===== config.mk =====
export PLATFORM = sky130hd
export DESIGN_NAME = repeater_tx_sequencer
export DESIGN_NICKNAME = d
export VERILOG_FILES = /design/src/hdl/rts_pkg.sv /design/src/hdl/repeater_tx_sequencer.sv
export SDC_FILE = /design/constraint.sdc
export NUM_CORES = 2
export LEC_CHECK = 0
export ABC_AREA = 1
export BUFFER_PORTS_ARGS = -buffer_cell sky130_fd_sc_hd__buf_2
export CAP_MARGIN = 20
export CORE_MARGIN = 2
export CORE_UTILIZATION = 64
export DETAILED_ROUTE_END_ITERATION = 10
export GPL_ROUTABILITY_DRIVEN = 0
export HOLD_SLACK_MARGIN = 0.15
export PLACE_DENSITY = 0.86
export SETUP_SLACK_MARGIN = 0.1
export SYNTH_ARGS = -nofsm -noshare
export SYNTH_HDL_FRONTEND = slang
export SYNTH_SLANG_ARGS = --single-unit

===== constraint.sdc =====
create_clock -name clk -period 6.55 [get_ports clk]
set_input_delay 0.3275 -clock clk [delete_from_list [all_inputs] [get_ports clk]]
set_output_delay 0.3275 -clock clk [all_outputs]
set_load 0.01 [all_outputs]

===== src/hdl/rts_pkg.sv =====
// Package for the repeater transmit sequencer: widths, mode codes,
// configuration register indexes and stream word layouts.
// No dependencies.
package rts_pkg;

  localparam int TIME_BITS = 32;
  localparam int WIN_BITS  = 24;
  localparam int IVAL_BITS = 16;
  localparam int MS_PER_S  = 1000;
  localparam int IVAL_MS_BITS = IVAL_BITS + 10;

  localparam int MODE_BITS = 4;
  localparam logic [MODE_BITS-1:0] MODE_INIT     = 4'd0;
  localparam logic [MODE_BITS-1:0] MODE_IDLE     = 4'd1;
  localparam logic [MODE_BITS-1:0] MODE_PREID    = 4'd2;
  localparam logic [MODE_BITS-1:0] MODE_ID       = 4'd3;
  localparam logic [MODE_BITS-1:0] MODE_POSTID   = 4'd4;
  localparam logic [MODE_BITS-1:0] MODE_ACTIVE   = 4'd5;
  localparam logic [MODE_BITS-1:0] MODE_PRECOURT = 4'd6;
  localparam logic [MODE_BITS-1:0] MODE_COURT    = 4'd7;
  localparam logic [MODE_BITS-1:0] MODE_HANG     = 4'd8;
  localparam logic [MODE_BITS-1:0] MODE_LOCKOUT  = 4'd9;
  localparam logic [MODE_BITS-1:0] MODE_MUTED    = 4'd10;

  localparam logic [1:0] MUTE_NONE   = 2'd0;
  localparam logic [1:0] MUTE_PARK   = 2'd1;
  localparam logic [1:0] MUTE_UNMUTE = 2'd2;

  localparam int CFG_IDX_BITS  = 3;
  localparam int CFG_DATA_BITS = 24;
  localparam logic [CFG_IDX_BITS-1:0] REG_TIMEOUT   = 3'd0;
  localparam logic [CFG_IDX_BITS-1:0] REG_LOCKOUT   = 3'd1;
  localparam logic [CFG_IDX_BITS-1:0] REG_PRE_ID    = 3'd2;
  localparam logic [CFG_IDX_BITS-1:0] REG_POST_ID   = 3'd3;
  localparam logic [CFG_IDX_BITS-1:0] REG_PRE_COURT = 3'd4;
  localparam logic [CFG_IDX_BITS-1:0] REG_HANG      = 3'd5;
  localparam logic [CFG_IDX_BITS-1:0] REG_QUIET     = 3'd6;
  localparam logic [CFG_IDX_BITS-1:0] REG_ID_IVAL   = 3'd7;

  localparam int IN_BITS  = 16;
  localparam int OUT_BITS = 16;

  // Input word; the last member listed sits at bit 0
  typedef struct packed {
    logic [6:0] pad;
    logic [1:0] mute_cmd;
    logic [3:0] courtesy_select;
    logic       courtesy_tone_done;
    logic       id_tone_done;
    logic       audio_active;
  } in_word_t;

  // Result word; the last member listed sits at bit 0
  typedef struct packed {
    logic [2:0]           pad;
    logic                 lockout_extended;
    logic                 reset_audio_delay;
    logic [3:0]           courtesy_kind;
    logic                 start_courtesy_tone;
    logic                 start_id_tone;
    logic                 ptt;
    logic [MODE_BITS-1:0] mode_code;
  } out_word_t;

endpackage


===== src/hdl/repeater_tx_sequencer.sv =====
// Repeater transmit sequencer top level: mode state machine, timers,
// configuration registers and a two-entry result buffer.
// Depends on rts_pkg.
//
// Usage: each word on the in_ stream is one millisecond tick carrying the
// receiver audio flag, the tone-done flags, the courtesy tone select and a
// mute command. For every accepted tick exactly one result word leaves on
// the out_ stream: the mode after the tick, PTT, the tone start pulses,
// the latched courtesy kind, the audio-delay reset and lockout extension.
// Each result is registered in the main register, or in the skid register
// while out stalls. Throughput: one tick per cycle while in_tready is high;
// the tick update is one register stage (increment, deadline add/compare, decode).
// The output side has a main register and a skid register, so in_tready
// stays high while one result waits; it drops only when both hold words,
// and no result is lost or repeated however long the receiver stalls.
// cfg_ writes (always ready) load the window registers; they are meant to
// happen while no tick is in flight.
// Reset (synchronous, rst_n low) returns the mode to init, clears all
// timers and flags, and loads the default window values.
module repeater_tx_sequencer (
  input  logic                               clk,
  input  logic                               rst_n,
  input  logic                               in_tvalid,
  output logic                               in_tready,
  // [0] audio_active, [1] id_tone_done, [2] courtesy_tone_done,
  // [6:3] courtesy_select, [8:7] mute_cmd, [15:9] zero
  input  logic [rts_pkg::IN_BITS-1:0]        in_tdata,
  output logic                               out_tvalid,
  input  logic                               out_tready,
  // [3:0] mode_code, [4] ptt, [5] start_id_tone, [6] start_courtesy_tone,
  // [10:7] courtesy_kind, [11] reset_audio_delay, [12] lockout_extended,
  // [15:13] zero
  output logic [rts_pkg::OUT_BITS-1:0]       out_tdata,
  input  logic                               cfg_valid,
  output logic                               cfg_ready,
  input  logic [rts_pkg::CFG_IDX_BITS-1:0]   cfg_index,
  input  logic [rts_pkg::CFG_DATA_BITS-1:0]  cfg_data
);
  import rts_pkg::*;

  typedef logic [TIME_BITS-1:0] time_t;
  typedef logic [WIN_BITS-1:0]  win_t;

  // configuration
  win_t                    timeout_r, lockout_r, pre_id_r, post_id_r;
  win_t                    pre_court_r, hang_r, quiet_r;
  logic [IVAL_MS_BITS-1:0] ival_ms_r;

  // sequencer state
  logic [MODE_BITS-1:0] mode_r, mode_nxt;
  time_t                now_r, now_nxt;
  time_t                state_end_r, state_end_nxt;
  logic                 state_end_vld_r, state_end_vld_nxt;
  time_t                tot_end_r, tot_end_nxt;
  logic                 tot_vld_r, tot_vld_nxt;
  time_t                last_comm_r, last_comm_nxt;
  time_t                last_id_r, last_id_nxt;
  logic                 id_sent_r, id_sent_nxt;
  time_t                idle_start_r, idle_start_nxt;
  logic                 ptt_r, ptt_nxt;
  logic [3:0]           court_latch_r, court_latch_nxt;

  // output buffer
  out_word_t out_r, skid_r, res;
  logic      out_valid_r, skid_valid_r;

  in_word_t  iw;
  logic      in_fire, out_fire;
  logic      p_id, p_court, p_rst, p_ext;
  logic      timed_out, id_due, go_active;
  logic      set_win;
  win_t      win;

  assign iw        = in_word_t'(in_tdata);
  assign in_tready = !skid_valid_r;
  assign in_fire   = in_tvalid && in_tready;
  assign out_fire  = out_valid_r && out_tready;
  assign cfg_ready = 1'b1;

  assign out_tvalid = out_valid_r;
  assign out_tdata  = out_r;

  assign now_nxt   = now_r + time_t'(1);
  assign timed_out = state_end_vld_r && (now_nxt > state_end_r);
  assign id_due    = (ival_ms_r != '0) && (last_comm_r > last_id_r) &&
                     (!id_sent_r || (now_nxt > last_id_r + time_t'(ival_ms_r))) &&
                     (now_nxt > idle_start_r + time_t'(quiet_r));

  always_comb begin
    mode_nxt        = mode_r;
    ptt_nxt         = ptt_r;
    last_comm_nxt   = last_comm_r;
    last_id_nxt     = last_id_r;
    id_sent_nxt     = id_sent_r;
    idle_start_nxt  = idle_start_r;
    court_latch_nxt = court_latch_r;
    tot_vld_nxt     = tot_vld_r;
    tot_end_nxt     = tot_end_r;
    p_id            = 1'b0;
    p_court         = 1'b0;
    p_rst           = 1'b0;
    p_ext           = 1'b0;
    go_active       = 1'b0;
    set_win         = 1'b0;
    win             = '0;
    if (iw.mute_cmd == MUTE_PARK || iw.mute_cmd == MUTE_UNMUTE) begin
      mode_nxt       = (iw.mute_cmd == MUTE_PARK) ? MODE_MUTED : MODE_IDLE;
      idle_start_nxt = now_nxt;
      ptt_nxt        = 1'b0;
    end else begin
      unique case (mode_r)
        MODE_INIT: begin
          mode_nxt       = MODE_IDLE;
          idle_start_nxt = now_nxt;
          ptt_nxt        = 1'b0;
        end
        MODE_IDLE: begin
          if (id_due) begin
            ptt_nxt  = 1'b1;
            mode_nxt = MODE_PREID;
            set_win  = 1'b1;
            win      = pre_id_r;
          end else if (iw.audio_active) begin
            go_active = 1'b1;
          end
        end
        MODE_PREID: begin
          if (timed_out) begin
            last_id_nxt = now_nxt;
            id_sent_nxt = 1'b1;
            ptt_nxt     = 1'b1;
            p_id        = 1'b1;
            mode_nxt    = MODE_ID;
            set_win     = 1'b1;
          end
        end
        MODE_ID: begin
          if (iw.id_tone_done) begin
            ptt_nxt  = 1'b1;
            mode_nxt = MODE_POSTID;
            set_win  = 1'b1;
            win      = post_id_r;
          end
        end
        MODE_POSTID: begin
          if (timed_out) begin
            mode_nxt       = MODE_IDLE;
            idle_start_nxt = now_nxt;
            ptt_nxt        = 1'b0;
          end
        end
        MODE_ACTIVE: begin
          last_comm_nxt = now_nxt;
          if (tot_vld_r && (now_nxt > tot_end_r)) begin
            ptt_nxt  = 1'b0;
            mode_nxt = MODE_LOCKOUT;
            set_win  = 1'b1;
            win      = lockout_r;
          end else if (!iw.audio_active) begin
            court_latch_nxt = iw.courtesy_select;
            mode_nxt        = MODE_PRECOURT;
            set_win         = 1'b1;
            win             = pre_court_r;
          end
        end
        MODE_PRECOURT: begin
          if (timed_out) begin
            p_court  = 1'b1;
            mode_nxt = MODE_COURT;
            set_win  = 1'b1;
          end else if (iw.audio_active) begin
            go_active = 1'b1;
          end
        end
        MODE_COURT: begin
          if (iw.courtesy_tone_done) begin
            mode_nxt = MODE_HANG;
            set_win  = 1'b1;
            win      = hang_r;
          end
        end
        MODE_HANG: begin
          if (timed_out) begin
            mode_nxt       = MODE_IDLE;
            idle_start_nxt = now_nxt;
            ptt_nxt        = 1'b0;
          end else if (iw.audio_active) begin
            go_active = 1'b1;
          end
        end
        MODE_LOCKOUT: begin
          if (timed_out) begin
            set_win = 1'b1;
            if (iw.audio_active) begin
              ptt_nxt  = 1'b0;
              p_ext    = 1'b1;
              mode_nxt = MODE_LOCKOUT;
              win      = lockout_r;
            end else begin
              ptt_nxt  = 1'b1;
              mode_nxt = MODE_PREID;
              win      = pre_id_r;
            end
          end
        end
        default: ;
      endcase
      if (go_active) begin
        mode_nxt    = MODE_ACTIVE;
        set_win     = 1'b1;
        win         = '0;
        tot_vld_nxt = (timeout_r != '0);
        tot_end_nxt = (timeout_r != '0) ? now_nxt + time_t'(timeout_r) : '0;
        p_rst       = 1'b1;
        ptt_nxt     = 1'b1;
      end
    end
    if (set_win) begin
      state_end_vld_nxt = (win != '0);
      state_end_nxt     = (win != '0) ? now_nxt + time_t'(win) : '0;
    end else begin
      state_end_vld_nxt = state_end_vld_r;
      state_end_nxt     = state_end_r;
    end
  end

  always_comb begin
    res                     = '0;
    res.mode_code           = mode_nxt;
    res.ptt                 = ptt_nxt;
    res.start_id_tone       = p_id;
    res.start_courtesy_tone = p_court;
    res.courtesy_kind       = court_latch_nxt;
    res.reset_audio_delay   = p_rst;
    res.lockout_extended    = p_ext;
  end

  // configuration registers
  always_ff @(posedge clk) begin
    if (!rst_n) begin
      timeout_r   <= win_t'(0);
      lockout_r   <= win_t'(60000);
      pre_id_r    <= win_t'(500);
      post_id_r   <= win_t'(500);
      pre_court_r <= win_t'(500);
      hang_r      <= win_t'(2000);
      quiet_r     <= win_t'(5000);
      ival_ms_r   <= IVAL_MS_BITS'(600 * MS_PER_S);
    end else if (cfg_valid && cfg_ready) begin
      unique case (cfg_index)
        REG_TIMEOUT:   timeout_r   <= cfg_data;
        REG_LOCKOUT:   lockout_r   <= cfg_data;
        REG_PRE_ID:    pre_id_r    <= cfg_data;
        REG_POST_ID:   post_id_r   <= cfg_data;
        REG_PRE_COURT: pre_court_r <= cfg_data;
        REG_HANG:      hang_r      <= cfg_data;
        REG_QUIET:     quiet_r     <= cfg_data;
        REG_ID_IVAL:   ival_ms_r   <= IVAL_MS_BITS'(cfg_data[IVAL_BITS-1:0]) *
                                      IVAL_MS_BITS'(MS_PER_S);
        default: ;
      endcase
    end
  end

  // sequencer state
  always_ff @(posedge clk) begin
    if (!rst_n) begin
      mode_r          <= MODE_INIT;
      now_r           <= '0;
      state_end_r     <= '0;
      state_end_vld_r <= 1'b0;
      tot_end_r       <= '0;
      tot_vld_r       <= 1'b0;
      last_comm_r     <= '0;
      last_id_r       <= '0;
      id_sent_r       <= 1'b0;
      idle_start_r    <= '0;
      ptt_r           <= 1'b0;
      court_latch_r   <= '0;
    end else if (in_fire) begin
      mode_r          <= mode_nxt;
      now_r           <= now_nxt;
      state_end_r     <= state_end_nxt;
      state_end_vld_r <= state_end_vld_nxt;
      tot_end_r       <= tot_end_nxt;
      tot_vld_r       <= tot_vld_nxt;
      last_comm_r     <= last_comm_nxt;
      last_id_r       <= last_id_nxt;
      id_sent_r       <= id_sent_nxt;
      idle_start_r    <= idle_start_nxt;
      ptt_r           <= ptt_nxt;
      court_latch_r   <= court_latch_nxt;
    end
  end

  // result buffer: main register plus skid
  always_ff @(posedge clk) begin
    if (!rst_n) begin
      out_valid_r  <= 1'b0;
      skid_valid_r <= 1'b0;
    end else if (in_fire) begin
      if (out_valid_r && !out_tready) begin
        skid_valid_r <= 1'b1;
      end else begin
        out_valid_r <= 1'b1;
      end
    end else if (out_fire) begin
      if (skid_valid_r) begin
        skid_valid_r <= 1'b0;
      end else begin
        out_valid_r <= 1'b0;
      end
    end
  end

  always_ff @(posedge clk) begin
    if (in_fire) begin
      if (out_valid_r && !out_tready) begin
        skid_r <= res;
      end else begin
        out_r <= res;
      end
    end else if (out_fire && skid_valid_r) begin
      out_r <= skid_r;
    end
  end

  a_skid_needs_out: assert property (@(posedge clk) disable iff (!rst_n)
    skid_valid_r |-> out_valid_r)
    else $error("skid holds a word while the output register is empty");

  a_stall_holds: assert property (@(posedge clk) disable iff (!rst_n)
    (out_valid_r && !out_tready) |=> (out_valid_r && $stable(out_r)))
    else $error("stalled result changed or vanished");

  a_ptt_off_modes: assert property (@(posedge clk) disable iff (!rst_n)
    (mode_r == MODE_INIT || mode_r == MODE_IDLE || mode_r == MODE_MUTED ||
     mode_r == MODE_LOCKOUT) |-> !ptt_r)
    else $error("PTT keyed in a mode that must leave it off");

  a_id_pulse_mode: assert property (@(posedge clk) disable iff (!rst_n)
    (out_valid_r && out_r.start_id_tone) |-> (out_r.mode_code == MODE_ID))
    else $error("ID tone start outside ID mode");

  a_active_pulse_ptt: assert property (@(posedge clk) disable iff (!rst_n)
    (out_valid_r && out_r.reset_audio_delay) |->
      (out_r.ptt && out_r.mode_code == MODE_ACTIVE))
    else $error("audio delay reset without entering active with PTT");

endmodule


==> summary.txt <==
Outcome
  – Status: complete, but fails checks
  – Failing checks: design-rule violations

Clock network
  – Root buffer cell: clkbuf_16
  – Clk_lat worst skew: a little over 0.6 ns
  – TritonCTS Buffers: 47
  – Clk buf depth: 3
  – CTS sink count: between 400 and 500
  – Clock slew at reported path FFs: about 0.06 ns
  – CTS tree: done
  – Number of H-tree levels: 2

Global routing
  – Grt ovf: 0
  – Initial antenna violation count: 4
  – First-pass GRT wire length: around 140 mm
  – Total GRT Usage: 36.5%
  – Vias in the first global route: approximately 27,000
  – Largest net degree at the start of global routing: 89

Floorplanning
  – Full die area: ~0.048 mm²
  – Rows: 78
  – Die Wd: around 220 µm
  – Core footprint: roughly 0.045 mm²
  – I/O pin cnt: 67
  – Initial core utilization: 65.1%
  – Die height: 219 µm

Setup path
  – Slowest stage cell, crit path: dfxtp_2
  – Element type at the critical path end: flip-flop
  – Worst path required time: between 7 and 8 ns
  – R2R setup slack: between 0.1 and 0.15 ns
  – FF-to-FF Start: idle_start_r[0]$_SDFFE_PN0P_
  – Worst stage delay on the critical path: 0.35 ns
  – CP most frequent cell: nand2_1
  – Critical path class: flip-flop to flip-flop
  – Top fanout value on the critical path: 11
  – FF-to-FF path depth: 48
  – Crit path DAT: 6.94 ns
  – Nature of the critical path startpoint: flip-flop
  – RR Endpoint: state_end_r[28]$_SDFFE_PN0P_

Worst hold path
  – Hold path depth: 3
  – Worst Hold Class: input pin to flip-flop
  – Hold Crit Start: cfg_data[13]
  – Hold EP: lockout_r[13]$_SDFFE_PN1P_

Synthesis
  – EDFF count, synth: 26
  – Seq/Total Area, Yosys: between 20% and 30%
  – Syn Inst Count: about 4,000
  – Distinct cells, synth: 70
  – Top_reg_cell synth: dfxtp_1
  – Yosys warns: 0
  – FFs w/ async S/R, synth: 0%
  – Avg Cell Area, Syn: roughly 7.3 µm²
  – Synthesized area: approximately 0.030 mm²
  – Seq cells post-synth: between 400 and 500

Pwr
  – Leak Pwr: about 0.016 µW
  – Pwr dens: 233 mW/mm²
  – Max IR drop VDD: roughly 250 µV
  – Power consumption: a little under 8000 µW

Timing
  – Final hold vios: 0
  – Worst setup margin: 0.132 ns
  – Unrepaired setup endpoints after global routing: true
  – Fin crit share: a little over nine tenths
  – Slew margin rel.: around 31%
  – Slew of the pin with the lowest slew margin: 1.03 ns
  – F_max: 156 MHz
  – Min Tclk post-route: roughly 6.4 ns
  – Max Slew Vio Count: 0
  – Setup Viol. Count Final: 0
  – Setup TNS: 0 ns
  – Clk_skew: 0.0332 ns

Job
  – Total of max-cap violations: 0

Detailed routing
  – Drc violations: 2
  – Vias/cell: roughly 6
  – DR WL/cell: around 19 µm
  – Via count: a little under 30,000
  – Iteration-0 DRC Markers: approximately 3,600
  – Total routed wirelength: 91.5 mm
  – Remaining antenna violation count: 0
  – DRT Pass-1 Iters: 10

Final layout
  – Area grow syn2layout: 12.9%
  – Share of cells above drive strength 1: between 10% and 20%
  – Final nets: 4,601

Placed design
  – Pre-CTS WS: -0.130 ns
  – I/O Buffers: 55
  – Hpwl dp: approximately 64 mm
==> worst max-delay path by stage <==
| stage | slack [ns] | cells past startpoint | end | startpoint |
|---|---|---|---|---|
| 6_report | 0.13 | 48 | state_end_r[28]$_SDFFE_PN0P_ | idle_start_r[0]$_SDFFE_PN0P_ |
| 5_1_grt | -0.25 | 47 | state_end_r[31]$_SDFFE_PN0P_ | quiet_r[2]$_SDFFE_PN0P_ |
| 3_5_place_dp | -0.13 | 43 | state_end_r[22]$_SDFFE_PN0P_ | ival_ms_r[5]$_SDFFE_PN0P_ |
| 3_3_place_gp | 0.05 | 43 | state_end_r[22]$_SDFFE_PN0P_ | ival_ms_r[3]$_SDFFE_PN0P_ |
| 4_1_cts | 0.09 | 43 | state_end_r[22]$_SDFFE_PN0P_ | ival_ms_r[5]$_SDFFE_PN0P_ |
| 2_1_floorplan | 0.54 | 44 | state_end_r[22]$_SDFFE_PN0P_ | quiet_r[0]$_SDFFE_PN0P_ |
==> final cells by class <==
type | instances | area, µm²
inverter | 529 | 2000
clock inverter | 16 | 170
sequential | 423 | 8730
multi-input combinational | 2958 | 18700
antenna | 2 | 5.00
tap | 600 | 751
fill | 3353 | 12100
timing repair buffer | 226 | 1690
clock buffer | 68 | 1340
==> cells by family after synthesis <==
| logic type | synth area share [%] |
|---|---|
| other | 0.0254 |
| flip-flops | 29.5 |
| AND/OR/NAND/NOR | 21.1 |
| AO/OA/AOI/OAI | 18.5 |
| buffers and inverters | 9.18 |
| adder cells (fa/ha/maj) | 17.0 |
| XOR/XNOR | 4.52 |
| multiplexers | 0.152 |
==> sequential cells by signal, summed over array words and instances, names as in the netlist, 32 cells and up <==
register and flops:
idle_start_r 32, last_comm_r 32, last_id_r 32, now_r 32, state_end_r 32, tot_end_r 32
==> report_power, final <==
| part | internal (µW) | total (µW) | switching, µW |
|---|---|---|---|
| clock network | 1530 | 2670 | 1140 |
| logic | 860 | 2340 | 1480 |
| registers | 2700 | 2780 | 80.4 |
==> cells in the final DEF, fill, tap and decap left out, types with 9 or more instances in the layout <==
cell / instances
o21ai_0: 309
dfxtp_1: 393
nor4_1: 15
o21ai_2: 15
nand2_2: 29
o21bai_1: 9
xnor2_1: 53
edfxtp_1: 26
o21ai_1: 21
inv_1: 492
a31oi_1: 11
buf_4: 155
nand3_2: 34
xor2_1: 92
o21a_1: 18
nand3_1: 130
a22oi_1: 23
clkbuf_1: 14
nand2_1: 665
nand4_1: 56
o22ai_1: 45
a21oi_1: 429
a21oi_2: 21
nor2_2: 20
ha_1: 296
clkbuf_16: 50
inv_2: 29
o211ai_1: 41
nor3_1: 19
nor2_1: 423
fa_1: 55
ha_4: 12
buf_2: 54
==> synthesized netlist by cell type, types with 6 or more instances <==
master	number	share of area [%]
o21bai_1	10	0.25
ha_1	310	13
nor2_1	437	5.5
nand2_2	7	0.15
a21oi_1	448	7.6
xnor2_1	53	1.6
o21a_1	18	0.46
nand4_1	56	1.2
a31oi_1	13	0.27
nand2_1	689	8.7
fa_1	58	3.9
nor3_1	23	0.39
nand3_1	131	2.2
nor2_2	11	0.23
o21ai_0	317	5.4
buf_4	11	0.28
nor4_1	16	0.34
xor2_1	94	2.8
or2_2	8	0.17
a21boi_0	8	0.20
inv_2	20	0.25
o31ai_1	6	0.15
o22ai_1	45	0.95
o21ai_1	24	0.41
a21o_1	8	0.20
edfxtp_1	26	2.6
nand3_2	34	1.1
a22oi_1	23	0.58
buf_2	21	0.36
inv_1	503	6.4
clkbuf_1	102	1.3
o211ai_1	41	1.0
dfxtp_1	397	27
buf_6	9	0.34
==> per-layer routing <==
layer | track usage, % | routed length (µm)
met4 | 19.3 | 5960
met5 | 0 | 23
met3 | 7.57 | 9760
met1 | 46.7 | 35400
met2 | 58.2 | 40300
==> critical path: cells and delay by family (launching register included) <==
family / cells / cell delay [ns]
compound gates: 10 / 1.44
xor+xnor: 1 / 0.22
fa+ha+maj: 4 / 1.04
buf+inv: 9 / 1.07
flops: 1 / 0.35
simple gates: 24 / 2.24
==> metrics by stage <==
| step | instances | hold slack (ns) | util [%] | cell area [µm²] |
|---|---|---|---|---|
| after global routing | 4820 | 0.167 | 73.4 | 33400 |
| after global placement | 4689 | 0.436 | 68.0 | 30900 |
| after detailed placement | 4689 | 0.443 | 68.0 | 30900 |
| final | 4822 | 0.155 | 73.5 | 33400 |
| after floorplan | 4060 | 0.425 | - | 29600 |
| after CTS | 4792 | 0.152 | 71.8 | 32700 |
==> what timing repair did <==
action	4_1_cts	5_1_grt
gates cloned	0	3
endpoints found under the setup margin	15	25
pin swaps	11	59
resized for setup	18	124
buffers inserted	11	24
hold buffers	8	0
hold endpoints to repair	13	0
Power figures use the tool's default switching activity.
